## src/rtl/core/assert_macros.svh

```systemverilog
// assertion macros shared by the framer rtl
// no dependencies; the bodies are empty when SYNTHESIS is defined
`ifndef ASSERT_MACROS_SVH
`define ASSERT_MACROS_SVH
`ifndef SYNTHESIS
`define MPF_ASSERT(label, clk, rst_n, prop, msg) \
  label: assert property (@(posedge clk) disable iff (!rst_n) prop) else $error(msg);
`define MPF_ASSERT_IMPL(label, clk, rst_n, ante, cons, msg) \
  `MPF_ASSERT(label, clk, rst_n, (ante) |-> (cons), msg)
`define MPF_ASSERT_NEXT(label, clk, rst_n, ante, cons, msg) \
  `MPF_ASSERT(label, clk, rst_n, (ante) |=> (cons), msg)
`else
`define MPF_ASSERT(label, clk, rst_n, prop, msg)
`define MPF_ASSERT_IMPL(label, clk, rst_n, ante, cons, msg)
`define MPF_ASSERT_NEXT(label, clk, rst_n, ante, cons, msg)
`endif
`endif

```

## src/rtl/core/mpf_pkg.sv

```systemverilog
// types, codes and constants of the mqtt packet framer
// used by mpf_step and mqtt_packet_framer_top; no dependencies
`default_nettype none

package mpf_pkg;

  localparam int unsigned LEN_W   = 28;
  localparam int unsigned TOPIC_W = 16;

  localparam logic [LEN_W-1:0] LEN_MAX = {LEN_W{1'b1}};

  localparam logic [3:0] CONNECT_HEADER_BYTES   = 4'd10;
  localparam logic [3:0] SUBSCRIBE_HEADER_BYTES = 4'd2;

  localparam logic [3:0] TYPE_RESERVED_LO = 4'd0;
  localparam logic [3:0] TYPE_CONNECT     = 4'd1;
  localparam logic [3:0] TYPE_PUBLISH     = 4'd3;
  localparam logic [3:0] TYPE_SUBSCRIBE   = 4'd8;
  localparam logic [3:0] TYPE_RESERVED_HI = 4'd15;

  // phase codes double as the byte role codes of the body phases
  typedef enum logic [2:0] {
    PH_FIRST    = 3'd0,
    PH_LENGTH   = 3'd1,
    PH_VARHDR   = 3'd2,
    PH_TOPICLEN = 3'd3,
    PH_TOPIC    = 3'd4,
    PH_PAYLOAD  = 3'd5
  } phase_e;

  localparam logic [2:0] ROLE_FIRST  = 3'd0;
  localparam logic [2:0] ROLE_LENGTH = 3'd1;

  typedef enum logic [2:0] {
    ERR_NONE          = 3'd0,
    ERR_RESERVED_TYPE = 3'd1,
    ERR_LENGTH_BYTES  = 3'd2,
    ERR_OVER_LIMIT    = 3'd3,
    ERR_HEADER        = 3'd4
  } err_e;

  typedef struct packed {
    phase_e               phase;
    logic [3:0]           held_type;
    logic [3:0]           held_flags;
    logic [LEN_W-1:0]     len_acc;
    logic [2:0]           len_cnt;
    logic [LEN_W-1:0]     bytes_left;
    logic [3:0]           hdr_cnt;
    logic [TOPIC_W-1:0]   topic_len;
    logic [TOPIC_W-1:0]   topic_left;
  } frame_state_t;

  typedef struct packed {
    logic [7:0]           byte_out;
    logic [2:0]           role;
    logic [3:0]           packet_type;
    logic                 dup;
    logic [1:0]           qos;
    logic                 retain;
    logic [LEN_W-1:0]     rem_len;
    logic [TOPIC_W-1:0]   topic_len;
    logic                 pkt_end;
    err_e                 err;
  } frame_result_t;

  localparam frame_state_t STATE_RESET = '{
    phase:      PH_FIRST,
    held_type:  4'd0,
    held_flags: 4'd0,
    len_acc:    '0,
    len_cnt:    3'd0,
    bytes_left: '0,
    hdr_cnt:    4'd0,
    topic_len:  '0,
    topic_left: '0
  };

endpackage

`default_nettype wire

```

## src/rtl/core/mqtt_packet_framer_top.sv

```systemverilog
// mqtt packet framer top level: handshakes, state and result registers
// depends on mpf_pkg, mpf_step and assert_macros.svh
//
//   channel | direction | handshake               | payload
//   --------+-----------+-------------------------+------------------------------
//   in      | input     | in_valid_i / in_ready_o | data_byte_i
//   out     | output    | out_valid_o/out_ready_i | byte_out_o .. error_code_o
//   cfg     | input     | cfg_valid_i/cfg_ready_o | cfg_max_remaining_length_i
//
// one byte per cycle unless a held result stalls input: each accepted byte
// yields one registered result, and the single frame state register feeds itself through mpf_step.
// a result waiting in the output register stalls input only when out_ready_i
// is low; then in_ready_o drops until the result is taken.
// reset clears the frame state and sets the length limit to its maximum.
// cfg writes are always taken, as cfg_ready_o is tied high.
`default_nettype none
`include "assert_macros.svh"

module mqtt_packet_framer_top (
  input  logic                         clk_i,
  input  logic                         rst_ni,
  input  logic                         in_valid_i,
  output logic                         in_ready_o,
  input  logic [7:0]                   data_byte_i,
  output logic                         out_valid_o,
  input  logic                         out_ready_i,
  output logic [7:0]                   byte_out_o,
  output logic [2:0]                   byte_role_o,
  output logic [3:0]                   packet_type_o,
  output logic                         dup_flag_o,
  output logic [1:0]                   qos_level_o,
  output logic                         retain_flag_o,
  output logic [mpf_pkg::LEN_W-1:0]    remaining_length_o,
  output logic [mpf_pkg::TOPIC_W-1:0]  topic_length_o,
  output logic                         packet_end_o,
  output logic [2:0]                   error_code_o,
  input  logic                         cfg_valid_i,
  output logic                         cfg_ready_o,
  input  logic [mpf_pkg::LEN_W-1:0]    cfg_max_remaining_length_i
);
  import mpf_pkg::*;

  frame_state_t     state_q, state_d;
  frame_result_t    res_q, res_d;
  logic             out_valid_q;
  logic [LEN_W-1:0] max_len_q;
  logic             in_acc;

  assign in_ready_o  = !out_valid_q || out_ready_i;
  assign in_acc      = in_valid_i && in_ready_o;
  assign cfg_ready_o = 1'b1;

  mpf_step u_step (
    .state_i     (state_q),
    .data_byte_i (data_byte_i),
    .max_len_i   (max_len_q),
    .state_o     (state_d),
    .result_o    (res_d)
  );

  always_ff @(posedge clk_i or negedge rst_ni) begin
    if (!rst_ni) begin
      state_q     <= STATE_RESET;
      out_valid_q <= 1'b0;
      max_len_q   <= LEN_MAX;
    end else begin
      if (in_acc) begin
        state_q     <= state_d;
        out_valid_q <= 1'b1;
      end else if (out_ready_i) begin
        out_valid_q <= 1'b0;
      end
      if (cfg_valid_i && cfg_ready_o) begin
        max_len_q <= cfg_max_remaining_length_i;
      end
    end
  end

  always_ff @(posedge clk_i) begin
    if (in_acc) begin
      res_q <= res_d;
    end
  end

  assign out_valid_o        = out_valid_q;
  assign byte_out_o         = res_q.byte_out;
  assign byte_role_o        = res_q.role;
  assign packet_type_o      = res_q.packet_type;
  assign dup_flag_o         = res_q.dup;
  assign qos_level_o        = res_q.qos;
  assign retain_flag_o      = res_q.retain;
  assign remaining_length_o = res_q.rem_len;
  assign topic_length_o     = res_q.topic_len;
  assign packet_end_o       = res_q.pkt_end;
  assign error_code_o       = res_q.err;

  // any error closes the packet
  `MPF_ASSERT_IMPL(a_err_ends, clk_i, rst_ni, out_valid_o && res_q.err != ERR_NONE, packet_end_o, "error without packet end")
  // a closed packet leaves the framer waiting for a first byte
  `MPF_ASSERT_NEXT(a_end_resync, clk_i, rst_ni, in_acc && res_d.pkt_end, state_q.phase == PH_FIRST, "no resync after packet end")
  // first byte reports cleared length fields
  `MPF_ASSERT_IMPL(a_first_clear, clk_i, rst_ni, out_valid_o && byte_role_o == ROLE_FIRST, remaining_length_o == '0 && topic_length_o == '0, "stale length on first byte")
  // a held result blocks new input
  `MPF_ASSERT_IMPL(a_stall, clk_i, rst_ni, out_valid_o && !out_ready_i, !in_ready_o, "input taken over held result")

endmodule

`default_nettype wire

```

## src/rtl/core/mpf_step.sv

```systemverilog
// per-byte framing logic: next state and tagged result for one byte
// depends on mpf_pkg
`default_nettype none

module mpf_step (
  input  mpf_pkg::frame_state_t               state_i,
  input  logic [7:0]                          data_byte_i,
  input  logic [mpf_pkg::LEN_W-1:0]           max_len_i,
  output mpf_pkg::frame_state_t               state_o,
  output mpf_pkg::frame_result_t              result_o
);
  import mpf_pkg::*;

  frame_state_t          s;
  logic [LEN_W-1:0]      shifted;
  logic [LEN_W-1:0]      acc_new;
  logic [LEN_W-1:0]      left_dec;
  logic [3:0]            hdr_dec;
  logic [TOPIC_W-1:0]    topic_dec;
  logic [TOPIC_W-1:0]    tl_full;
  logic [3:0]            need;
  logic [2:0]            role;
  err_e                  err;
  logic                  pkt_end;
  logic                  pub;

  // seven bit groups, low group first
  always_comb begin
    unique case (state_i.len_cnt[1:0])
      2'd0:    shifted = {21'd0, data_byte_i[6:0]};
      2'd1:    shifted = {14'd0, data_byte_i[6:0], 7'd0};
      2'd2:    shifted = {7'd0, data_byte_i[6:0], 14'd0};
      default: shifted = {data_byte_i[6:0], 21'd0};
    endcase
  end

  assign acc_new   = state_i.len_acc | shifted;
  assign left_dec  = (state_i.bytes_left != '0) ? state_i.bytes_left - LEN_W'(1)
                                                : state_i.bytes_left;
  assign hdr_dec   = (state_i.hdr_cnt != 4'd0) ? state_i.hdr_cnt - 4'd1 : state_i.hdr_cnt;
  assign topic_dec = (state_i.topic_left != '0) ? state_i.topic_left - TOPIC_W'(1)
                                                : state_i.topic_left;
  assign tl_full   = state_i.topic_len | {8'h00, data_byte_i};
  assign need      = (state_i.held_type == TYPE_CONNECT) ? CONNECT_HEADER_BYTES
                                                         : SUBSCRIBE_HEADER_BYTES;

  always_comb begin
    s       = state_i;
    role    = ROLE_FIRST;
    err     = ERR_NONE;
    pkt_end = 1'b0;
    unique case (state_i.phase)
      PH_LENGTH: begin
        role = ROLE_LENGTH;
        if (state_i.len_cnt[2]) begin
          err     = ERR_LENGTH_BYTES;
          pkt_end = 1'b1;
          s.phase = PH_FIRST;
        end else begin
          s.len_acc = acc_new;
          s.len_cnt = state_i.len_cnt + 3'd1;
          if (!data_byte_i[7]) begin
            // length field complete
            if (acc_new > max_len_i) begin
              err     = ERR_OVER_LIMIT;
              pkt_end = 1'b1;
              s.phase = PH_FIRST;
            end else begin
              s.bytes_left = acc_new;
              if (acc_new == '0) begin
                pkt_end = 1'b1;
                s.phase = PH_FIRST;
              end else if (state_i.held_type == TYPE_PUBLISH) begin
                if (acc_new < LEN_W'(2)) begin
                  err     = ERR_HEADER;
                  pkt_end = 1'b1;
                  s.phase = PH_FIRST;
                end else begin
                  s.hdr_cnt = 4'd2;
                  s.phase   = PH_TOPICLEN;
                end
              end else if (state_i.held_type == TYPE_CONNECT ||
                           state_i.held_type == TYPE_SUBSCRIBE) begin
                if (LEN_W'(need) > acc_new) begin
                  err     = ERR_HEADER;
                  pkt_end = 1'b1;
                  s.phase = PH_FIRST;
                end else begin
                  s.hdr_cnt = need;
                  s.phase   = (need == 4'd0) ? PH_PAYLOAD : PH_VARHDR;
                end
              end else begin
                s.phase = PH_PAYLOAD;
              end
            end
          end
        end
      end
      PH_VARHDR: begin
        role         = 3'(state_i.phase);
        s.bytes_left = left_dec;
        s.hdr_cnt    = hdr_dec;
        if (left_dec == '0) begin
          pkt_end = 1'b1;
          s.phase = PH_FIRST;
        end else if (hdr_dec == 4'd0) begin
          s.phase = PH_PAYLOAD;
        end
      end
      PH_TOPICLEN: begin
        role         = 3'(state_i.phase);
        s.bytes_left = left_dec;
        if (state_i.hdr_cnt != 4'd1) begin
          s.topic_len = {data_byte_i, 8'h00};
          s.hdr_cnt   = 4'd1;
        end else begin
          s.topic_len = tl_full;
          s.hdr_cnt   = 4'd0;
          if (LEN_W'(tl_full) > left_dec) begin
            err     = ERR_HEADER;
            pkt_end = 1'b1;
            s.phase = PH_FIRST;
          end else begin
            s.topic_left = tl_full;
            if (left_dec == '0) begin
              pkt_end = 1'b1;
              s.phase = PH_FIRST;
            end else begin
              s.phase = (tl_full == '0) ? PH_PAYLOAD : PH_TOPIC;
            end
          end
        end
      end
      PH_TOPIC: begin
        role         = 3'(state_i.phase);
        s.bytes_left = left_dec;
        s.topic_left = topic_dec;
        if (left_dec == '0) begin
          pkt_end = 1'b1;
          s.phase = PH_FIRST;
        end else if (topic_dec == '0) begin
          s.phase = PH_PAYLOAD;
        end
      end
      PH_PAYLOAD: begin
        role         = 3'(state_i.phase);
        s.bytes_left = left_dec;
        if (left_dec == '0) begin
          pkt_end = 1'b1;
          s.phase = PH_FIRST;
        end
      end
      default: begin
        // first byte of a packet, also taken after any error
        s            = STATE_RESET;
        s.held_type  = data_byte_i[7:4];
        s.held_flags = data_byte_i[3:0];
        if (data_byte_i[7:4] == TYPE_RESERVED_LO ||
            data_byte_i[7:4] == TYPE_RESERVED_HI) begin
          err     = ERR_RESERVED_TYPE;
          pkt_end = 1'b1;
          s.phase = PH_FIRST;
        end else begin
          s.phase = PH_LENGTH;
        end
      end
    endcase
  end

  assign pub = (s.held_type == TYPE_PUBLISH);

  always_comb begin
    result_o.byte_out    = data_byte_i;
    result_o.role        = role;
    result_o.packet_type = s.held_type;
    result_o.dup         = pub & s.held_flags[3];
    result_o.qos         = pub ? s.held_flags[2:1] : 2'd0;
    result_o.retain      = pub & s.held_flags[0];
    result_o.rem_len     = s.len_acc;
    result_o.topic_len   = s.topic_len;
    result_o.pkt_end     = pkt_end;
    result_o.err         = err;
  end

  assign state_o = s;

endmodule

`default_nettype wire
```

## config.mk

```make
export PLATFORM = sky130hd
export DESIGN_NAME = mqtt_packet_framer_top
export DESIGN_NICKNAME = d
export VERILOG_FILES = /design/src/rtl/core/mpf_pkg.sv /design/src/rtl/core/mqtt_packet_framer_top.sv /design/src/rtl/core/mpf_step.sv
export VERILOG_INCLUDE_DIRS = /design/src /design/src/rtl/core
export SDC_FILE = /design/constraint.sdc
export NUM_CORES = 1
export LEC_CHECK = 0
export BUFFER_PORTS_ARGS = -buffer_cell sky130_fd_sc_hd__buf_2
export CORE_MARGIN = 1
export CORE_UTILIZATION = 35
export CTS_CLUSTER_SIZE = 30
export DETAILED_ROUTE_END_ITERATION = 7
export GPL_TIMING_DRIVEN = 0
export PLACE_DENSITY_LB_ADDON = 0.08
export SLEW_MARGIN = 20
export SYNTH_ARGS = -nofsm -noshare
export SYNTH_HDL_FRONTEND = slang
export SYNTH_SLANG_ARGS = --single-unit
```

## constraint.sdc

```tcl
create_clock -name clk_i -period 4.1 [get_ports clk_i]
set_input_delay 0.82 -clock clk_i [delete_from_list [all_inputs] [get_ports clk_i]]
set_output_delay 0.82 -clock clk_i [all_outputs]
set_load 0.03 [all_outputs]
```

**Word-level counts from Yosys, hierarchy flattened**

Cells that the tools add are included.
Widths: inputs -> output; s select.

- Register bits after elaboration: 202
- Input port bits: 41
- Word-level logic and storage cells: 162

- Add/subtract/negate cells: 4
- Order comparisons: 4
- Equal/unequal tests: 26
- Muxes and demuxes: 70
- Bitwise gates (word level): 7
- Reduce and logical (&&, ||, !) cells: 29

Operators with widths:

| cell | number |
|---|---|
| $pmux 28 s3 | 1 |
| $mux 3 | 26 |
| $mux 32 | 2 |
| $mux 63 | 1 |
| $pmux 31 s2 | 1 |
| $logic_not 28->1 | 2 |
| $pmux 28 s2 | 1 |
| $mux 16 | 3 |
| $pmux 16 s3 | 1 |
| $logic_not 16->1 | 2 |
| $pmux 16 s2 | 1 |
| $gt 16x28->1 | 1 |
| $gt 28x28->1 | 1 |
| $gt 4x28->1 | 1 |
| $lt 28x2->1 const B | 1 |
| $mux 28 | 1 |
| $mux 4 | 7 |
| $or 28x28->28 | 1 |
| $reduce_bool 28->1 | 1 |
| $sub 28x1->28 const B | 1 |
| $mux 1 | 17 |
| $mux 17 | 1 |
| $or 16x8->16 | 1 |
| $pmux 4 s4 | 1 |
| other kinds (42) | 64 |

**Longest topological paths before layout**

Gate-level depths: netlist of the first run.

- Depth in word-level cells: 12
- Depth in mapped cells: 18
- Depth with buffers taken out: 17

**Hierarchy**

From an unflattened synthesis of the first run, not the netlist that was laid out.

- Cell total of the unflattened synthesis: 1,280
- Area total of the unflattened synthesis: 12,841.1 µm²

Modules (own cells, without submodules):

| module | times used | cells each | area an instance (µm²) |
|---|---|---|---|
| mqtt_packet_framer_top | 1 | 356 | 7,189.4 |
| mpf_step | 1 | 924 | 5,651.7 |

**Least setup slack after synthesis of the first run**

OpenSTA, ideal clock, no wires.

- Path type: input to register
- From: input out_ready_i
- To: register res_q, in the netlist byte_out_o[0], enable pin
- Setup time: 0.457 ns
- Arrival: 3.581 ns
- Required time: 3.643 ns
- Path slack: 0.061 ns
- Stages: 4
- Path buffers: 1
- Cells stage by stage: nand2b_1 > nand2_1 > clkinv_1 > clkbuf_1

- Cells in the longest elaborated chain, start to end: 2

Ends and longest elaborated chain:

| what | line | text |
|---|---|---|
| from (decl) | mqtt_packet_framer_top.sv:26 | `input logic out_ready_i,` |
| $logic_or 1x1->1 | mqtt_packet_framer_top.sv:49 | `assign in_ready_o = !out_valid_q \|\| out_ready_i;` |
| $logic_and 1x1->1 | mqtt_packet_framer_top.sv:50 | `assign in_acc = in_valid_i && in_ready_o;` |
| via in_acc | mqtt_packet_framer_top.sv:47 | `logic in_acc;` |
| to (signal assigned) | mqtt_packet_framer_top.sv:81 | `res_q <= res_d;` |
| to (decl) | mqtt_packet_framer_top.sv:44 | `frame_result_t res_q, res_d;` |

The timed path passes the listed nets, and every way through them passes these cells.
A chain may end at the register's enable or synchronous reset.

**Worst setup path in the final report of the first run**

- From: register state_q[38] (netlist name)
- To: register state_q[8] (netlist name)

- Cells in the longest elaborated chain, start to end: 5
- Elaborated cells between the ends (all ways): 6
- Those cells by class: add/sub: 1; order compare: 1; eq/ne: 1; mux: 1; reduce/logical: 2

Ends and longest elaborated chain:

| what | line | text |
|---|---|---|
| from (decl) | mqtt_packet_framer_top.sv:43 | `frame_state_t state_q, state_d;` |
| from (signal assigned) | mqtt_packet_framer_top.sv:68 | `state_q <= state_d;` |
| $sub 28x1->28 or $reduce_bool 28->1 (tied branches) | mpf_step.sv:38 | `assign left_dec = (state_i.bytes_left != '0) ? state_i.bytes_left - LEN_W'(1)` |
| $mux 28 (*) | mpf_step.sv:38 |  |
| $gt 16x28->1 (*) | mpf_step.sv:119 | `if (LEN_W'(tl_full) > left_dec) begin` |
| $ne 2x2->1 (no line) (*) | n/a |  |
| $reduce_and 4->1 (no line) (*) | n/a |  |

Mark *: on every way between the ends. The rest lies on a longest branch, timed or not.

==> impl_metrics.tcl, run 1 <==
set metrics [dict create \
    htreeDepth 1 \
    drc 0 \
    min_period_ns 4.02 \
    crit_path_end "state_q[8]$_DFFE_PN0P_" \
    insertion_delay_ns 0.55 \
    io_buffer_count 108 \
    setup_viol 0 \
    drtPass1Iterations 5 \
    cp-startpoint "state_q[38]$_DFFE_PN0P_" \
    vias 10700 \
    track_usage 0.238 \
    power_switching_mw 6.69 \
    antenna_left 0 \
    p_seq_frac 0.246 \
    synth_seq_cells 202 \
    cts_buffers 25 \
    drive_gt1_frac 0.197 \
    power.leakage_nw 6.28 \
    grt_pass1_vias 10400 \
    final_max_slew_viol_count 0 \
    slowest_stage "or4_4" \
    synth_ff_type "dfrtp_1" \
    pre_cts_ws_ns -1.14 \
    drt_iter0_drc 739 \
    cts_tree "built" \
    yosys-top-cells-area "dfrtp_1 (23%), edfxtp_1 (17%), dfstp_2 (6.2%)" \
    synth.most_common_cell "nand2_1" \
    swShare 0.494 \
    grt_pass1_wl_mm 62.1 \
    diodes 0 \
    synth.largest_area_cell "dfrtp_1" \
    path_buf_inv 1 \
    tightest_slew_ns 1.09 \
    utilization 0.434 \
    critPathMaxStageDelay_ns 0.57 \
    power.internal_mw 6.87 \
    slew_headroom 0.267 \
    layout-area-overhead-vs-synth_pct 20.6 \
    avgSynthCellArea_um2 8.90 \
    die_x_um 186 \
    path_clk_slew_ns 0.07 \
    fillers 3395 \
    path_cells "buf_6, or4_4, nor4_4, o31ai_4, or4_4, and2_4, ha_1, and4_1, nor3_2, a41oi_2, a31oi_1, o21ai_2, mux2_1" \
    hold_viol_final 0 \
    via_per_inst 5.49 \
    reg2reg_from "state_q[38]$_DFFE_PN0P_" \
    cts_sinks 202 \
    r2r_slack_ns 0.08 \
    path_common_cell "or4_4" \
    reg2regPathDepth 13 \
    dieArea_um2 34500 \
    synth_area_um2 11800 \
    core_area_um2 32900 \
    crit_cells 13 \
    synth_edf_count 67 \
    finalCritPeriodShare 0.981 \
    synth.net_count 1426 \
    row_count 66 \
    grt_overflow_total 0 \
    io_pins 111 \
    clockBufferDepth 3 \
    start_util 0.360 \
    r2r_end "state_q[8]$_DFFE_PN0P_" \
    finalWorstSetupSlack_ns 0.0778 \
    dp_hpwl_mm 29.3 \
    outcome "completed" \
    final_nets 1583 \
    wl_mm 40.5 \
    ir_drop_uv 383 \
    path_class "reg2reg" \
    hold_class "in2async" \
    timing.fmax_mhz 249 \
    wire_per_inst_um 20.8 \
    critPathTopFamily "simple AND/OR/NAND/NOR gates" \
    clk_root_buffer_cell "clkbuf_16" \
    yosys-top-cells-count "nand2_1 (162), nor2_1 (155), a21oi_1 (125)" \
    grt_antenna_before_repair 0 \
    synth_top_area_share 0.226 \
    maxCapViolations 0 \
    fin_skew_ns 0.0244 \
    p_clk_frac 0.169 \
    grt_max_degree 80 \
    ys_warn_count 0 \
    path_max_fanout 10 \
    ys_types 86 \
    required_ns 4.51 \
    synthArstFlopShare 0.668 \
    cp-end-kind "register" \
    die_h_um 186 \
    arrival_ns 4.43 \
    cp-start-kind "register" \
    ys_seq_area_frac 0.458 \
    power_frac_comb 0.585 \
    power.density_nw_per_um2 951 \
    gp_congestion 0.917 \
    synthCells 1329 \
]
timing repair:
action	CTS	global route
gates resized for setup	24	45
gates cloned	0	0
setup buffers	11	13
hold buffers	0	0
setup endpoints to repair	52	51
pin swaps	4	9
endpoints found under the hold margin	0	0
per-layer routing:
metal | vias to the layer above | global-route usage | wire length, um
met5 | - | 0 | 0
met4 | 0 | 0.105 | 1790
met3 | 76 | 0.0401 | 2520
met2 | 330 | 0.357 | 17400
met1 | 5174 | 0.334 | 18800
li1 | 5102 | - | -
power groups by stage:
stage,Sequential (mW),Clock (mW),Combinational (mW)
3_3_place_gp,3.33,0,7.09
6_report,3.34,2.29,7.93
4_1_cts,3.31,2.35,7.48
3_5_place_dp,3.34,0,7.15
5_1_grt,3.42,2.42,8.71
2_1_floorplan,3.45,0,4.81
cells in the final DEF (no fill, tap or decap), types with 28 or more instances in the layout:
cell and count:
ha_1 56, dfrtp_1 107, nand2_1 162, dfstp_2 28, edfxtp_1 67, nor3_1 32, nor2_1 153, o21ai_0 91
inv_1 76, a21oi_1 119, clkbuf_1 50, buf_2 111
cell families after synthesis:
group	count (synthesis)	synth area share
AOI/OAI and AO/OA	381	0.198
adders and majority gates	57	0.0601
muxes	21	0.0195
and+or+nand+nor	504	0.205
xor gates and xnor gates	9	0.00666
DFF	202	0.458
other	1	0.000317
buffers and inverters	154	0.0518
worst min path at each step:
stage                     depth (start not counted)                 endpoint                     from
after detailed placement                          2  state_q[21]$_DFFE_PN0P_  state_q[21]$_DFFE_PN0P_
after global routing                              1  state_q[91]$_DFFE_PN0P_                   rst_ni
after global placement                            2  state_q[21]$_DFFE_PN0P_  state_q[21]$_DFFE_PN0P_
final                                             1  state_q[91]$_DFFE_PN0P_                   rst_ni
after floorplan                                   2  state_q[16]$_DFFE_PN0P_  state_q[16]$_DFFE_PN0P_
after CTS                                         1  state_q[91]$_DFFE_PN0P_                   rst_ni
registers in the layout, summed over array words and instances (netlist names), 3 cells and up:
name,cells
state_q,106
max_len_q,28
remaining_length_o,28
topic_length_o,16
byte_out_o,8
packet_type_o,4
byte_role_o,3
error_code_o,3
worst reg2reg max path: cells and delay by family, from the launching register on:
kind                     cells  cell delay, ns
adder cells (fa/ha/maj)      1            0.28
flip-flops                   1            0.42
AND/OR/NAND/NOR              6            1.86
AO/OA/AOI/OAI                4            0.82
multiplexers                 1            0.36
buffers and inverters        1            0.16
cell type report:
type	count	area (um2)	share of cell area
Clock buffer	29	661	0.0463
Sequential cell	202	5430	0.380
Timing Repair Buffer	134	778	0.0545
Multi-Input combinational cell	973	6040	0.423
Inverter	78	293	0.0205
Clock inverter	17	191	0.0134
Tap cell	442	553	0.0388
Buffer	72	332	0.0232
stage by stage:
| step | cell area [um2] | std cells | total power, mW | hold WS, ns | setup TNS (ns) |
|---|---|---|---|---|---|
| 3_3_place_gp | 12900 | 1879 | 10.4 | 0.482 | -127.10 |
| 3_5_place_dp | 13000 | 1881 | 10.5 | 0.492 | -39.33 |
| 2_1_floorplan | 11800 | 1329 | 8.26 | 0.469 | 0 |
| 5_1_grt | 14300 | 1947 | 14.6 | 0.225 | -0.0481 |
| 6_report | 14300 | 1947 | 13.6 | 0.200 | 0 |
| 4_1_cts | 14000 | 1937 | 13.1 | 0.206 | 0 |
Note: power is estimated with default switching activity, not from simulation.
==> inputs of run 2 (changes only) <==
--- a/config.mk
+++ b/config.mk
@@ -6,13 +6,14 @@
 export SDC_FILE = /design/constraint.sdc
 export NUM_CORES = 1
 export LEC_CHECK = 0
-export BUFFER_PORTS_ARGS = -buffer_cell sky130_fd_sc_hd__buf_2
+export BUFFER_PORTS_ARGS = -buffer_cell sky130_fd_sc_hd__buf_4
 export CORE_MARGIN = 1
 export CORE_UTILIZATION = 35
 export CTS_CLUSTER_SIZE = 30
 export DETAILED_ROUTE_END_ITERATION = 7
 export GPL_TIMING_DRIVEN = 0
 export PLACE_DENSITY_LB_ADDON = 0.08
+export RECOVER_POWER = 100
 export SLEW_MARGIN = 20
 export SYNTH_ARGS = -nofsm -noshare
 export SYNTH_HDL_FRONTEND = slang
==> run 2 against run 1 <==
Net effect: the run now ends with capacitance limit, slew limit left; worst hold slack improved by 0.29 ns; global-route usage about the same; non-clock buffer count is 3 lower; flip-flop and latch count unchanged; die area unchanged; core utilization down 0.14 points; critical path type unchanged.
==> impl_metrics.tcl, run 2 (same netlist as run 1, synthesis figures left out) <==
set metrics [dict create \
    slew_headroom -1.04 \
    setup_tns_ns 0 \
    drtPass1Iterations 7 \
    via_per_inst 5.52 \
    dp_hpwl_mm 29.5 \
    hold_viol_final 0 \
    reg2reg_from "state_q[42]$_DFFE_PN0P_" \
    min_period_ns 4.00 \
    io_pins 111 \
    grt_pass1_wl_mm 61.8 \
    path_class "reg2reg" \
    io_buffer_count 108 \
    layout-area-overhead-vs-synth_pct 20.2 \
    timing.fmax_mhz 250 \
    clockBufferDepth 3 \
    r2r_end "error_code_o[2]$_DFFE_PP_" \
    vias 10800 \
    dp_cells 1881 \
    final_cell_mix "nand2_1 (162), nor2_1 (153), clkbuf_1 (135)" \
    row_count 66 \
    final_nets 1581 \
    gp_congestion 0.919 \
    wl_mm 40.7 \
    fin_area_um2 14200 \
    ir_drop_uv 348 \
    tightest_slew_ns 3.06 \
    cts_buffers 26 \
    reg2regPathDepth 14 \
    htreeDepth 1 \
    outcome "finished, violations left" \
    wire_per_inst_um 20.9 \
    cts_sinks 202 \
    cts_tree "built" \
    grt_overflow_total 0 \
    utilization 0.433 \
    core_area_um2 32900 \
    top_register "state_q" \
    start_util 0.360 \
    fin_hold_ws_ns 0.492 \
    fin_skew_ns 0.0114 \
    power.leakage_nw 6.05 \
    track_usage 0.238 \
    power.density_nw_per_um2 952 \
    cp-start-kind "register" \
    setup_viol 0 \
    min_to "byte_out_o[7]$_DFFE_PP_" \
    fillers 3382 \
    clk_root_buffer_cell "clkbuf_16" \
    dieArea_um2 34500 \
    insertion_delay_ns 0.54 \
    postPlaceCellArea_um2 13300 \
    grt_max_degree 80 \
    grt_antenna_before_repair 0 \
    drt_iter0_drc 824 \
    maxCapViolations 1 \
    finalCritPeriodShare 0.976 \
    final_common_cell "nand2_1" \
    r2r_slack_ns 0.10 \
    drive_gt1_frac 0.141 \
    die_h_um 186 \
    diodes 0 \
    die_x_um 186 \
    final_max_slew_viol_count 57 \
    cp-end-kind "register" \
    largest_register_ffs 106 \
    grt_pass1_vias 10200 \
    hold_class "in2reg" \
    arrival_ns 4.31 \
    drc 0 \
    ctsHoldBuffers 0 \
    antenna_left 0 \
    holdCritStartpoint "data_byte_i[7]" \
    violations "capacitance limit, slew limit" \
    final_cell_count_no_fill 1946 \
    required_ns 4.41 \
    path_clk_slew_ns 0.06 \
    path_max_fanout 9 \
    min_path_cells 1 \
]
-- run 2: cell types whose count changed in the layout (fill, tap and decap cells not counted), moves of 5 or more --
cell and delta:
buf_1 -5, buf_2 -108, buf_4 +22, clkbuf_1 +85
-- run 2: per-stage QoR --
| step | setup WS, ns | power, mW |
|---|---|---|
| global placement | -1.17 | 10.5 |
| finish | 0.100 | 13.5 |
| floorplan | 0.0613 | 8.26 |
| detailed placement | -1.08 | 10.6 |
| global route | -0.00662 | 14.5 |
| CTS | 0.00678 | 13.2 |
-- run 2: repair_timing --
action | CTS | global route
cloned | 0 | 0
setup buffers | 10 | 8
gates resized for setup | 24 | 46
pin swaps | 3 | 13
endpoints found under the setup margin | 52 | 48
-- run 2: worst max path at each step --
| stage | startpoint | to | slack, ns | cells past startpoint |
|---|---|---|---|---|
| CTS | state_q[38]$_DFFE_PN0P_ | state_q[2]$_DFFE_PN0P_ | 0.007 | 14 |
| floorplan | out_ready_i | byte_out_o[0]$_DFFE_PP_ | 0.06 | 4 |
| finish | state_q[42]$_DFFE_PN0P_ | error_code_o[2]$_DFFE_PP_ | 0.10 | 14 |
| global route | state_q[42]$_DFFE_PN0P_ | state_q[11]$_DFFE_PN0P_ | -0.007 | 14 |
| detailed placement | data_byte_i[5] | state_q[48]$_DFFE_PN0P_ | -1.08 | 13 |
| global placement | out_ready_i | topic_length_o[14]$_DFFE_PP_ | -1.17 | 5 |
-- run 2: layout make-up --
cell class	count	area [um2]	share of cell area
Tap cell	442	553	0.0389
Sequential cell	202	5430	0.382
Buffer	75	340	0.0239
Timing Repair Buffer	128	701	0.0493
Multi-Input combinational cell	973	6040	0.425
Clock buffer	33	708	0.0498
Clock inverter	15	159	0.0112
Inverter	78	293	0.0206
-- run 2: layer usage --
layer,share of wire,global-route usage
met4,0.034,0.0823
met1,0.46,0.339
met2,0.45,0.369
met5,0,0
met3,0.057,0.0329
-- run 2: worst max-delay path, stage by stage (launching register included) --
cell	delay [ns]
dfrtp_1	0.37
buf_6	0.14
or4_4	0.57
nor4_4	0.38
o31ai_4	0.18
or4_4	0.44
and2_4	0.19
ha_4	0.26
and4_4	0.26
nor3_4	0.05
a41oi_2	0.21
buf_4	0.16
buf_4	0.11
nand3_1	0.09
o22ai_1	0.35
-- run 2: power breakdown --
part	internal (mW)	switching, mW
Sequential	2.75	0.597
Combinational	2.70	5.16
Clock	1.41	0.923
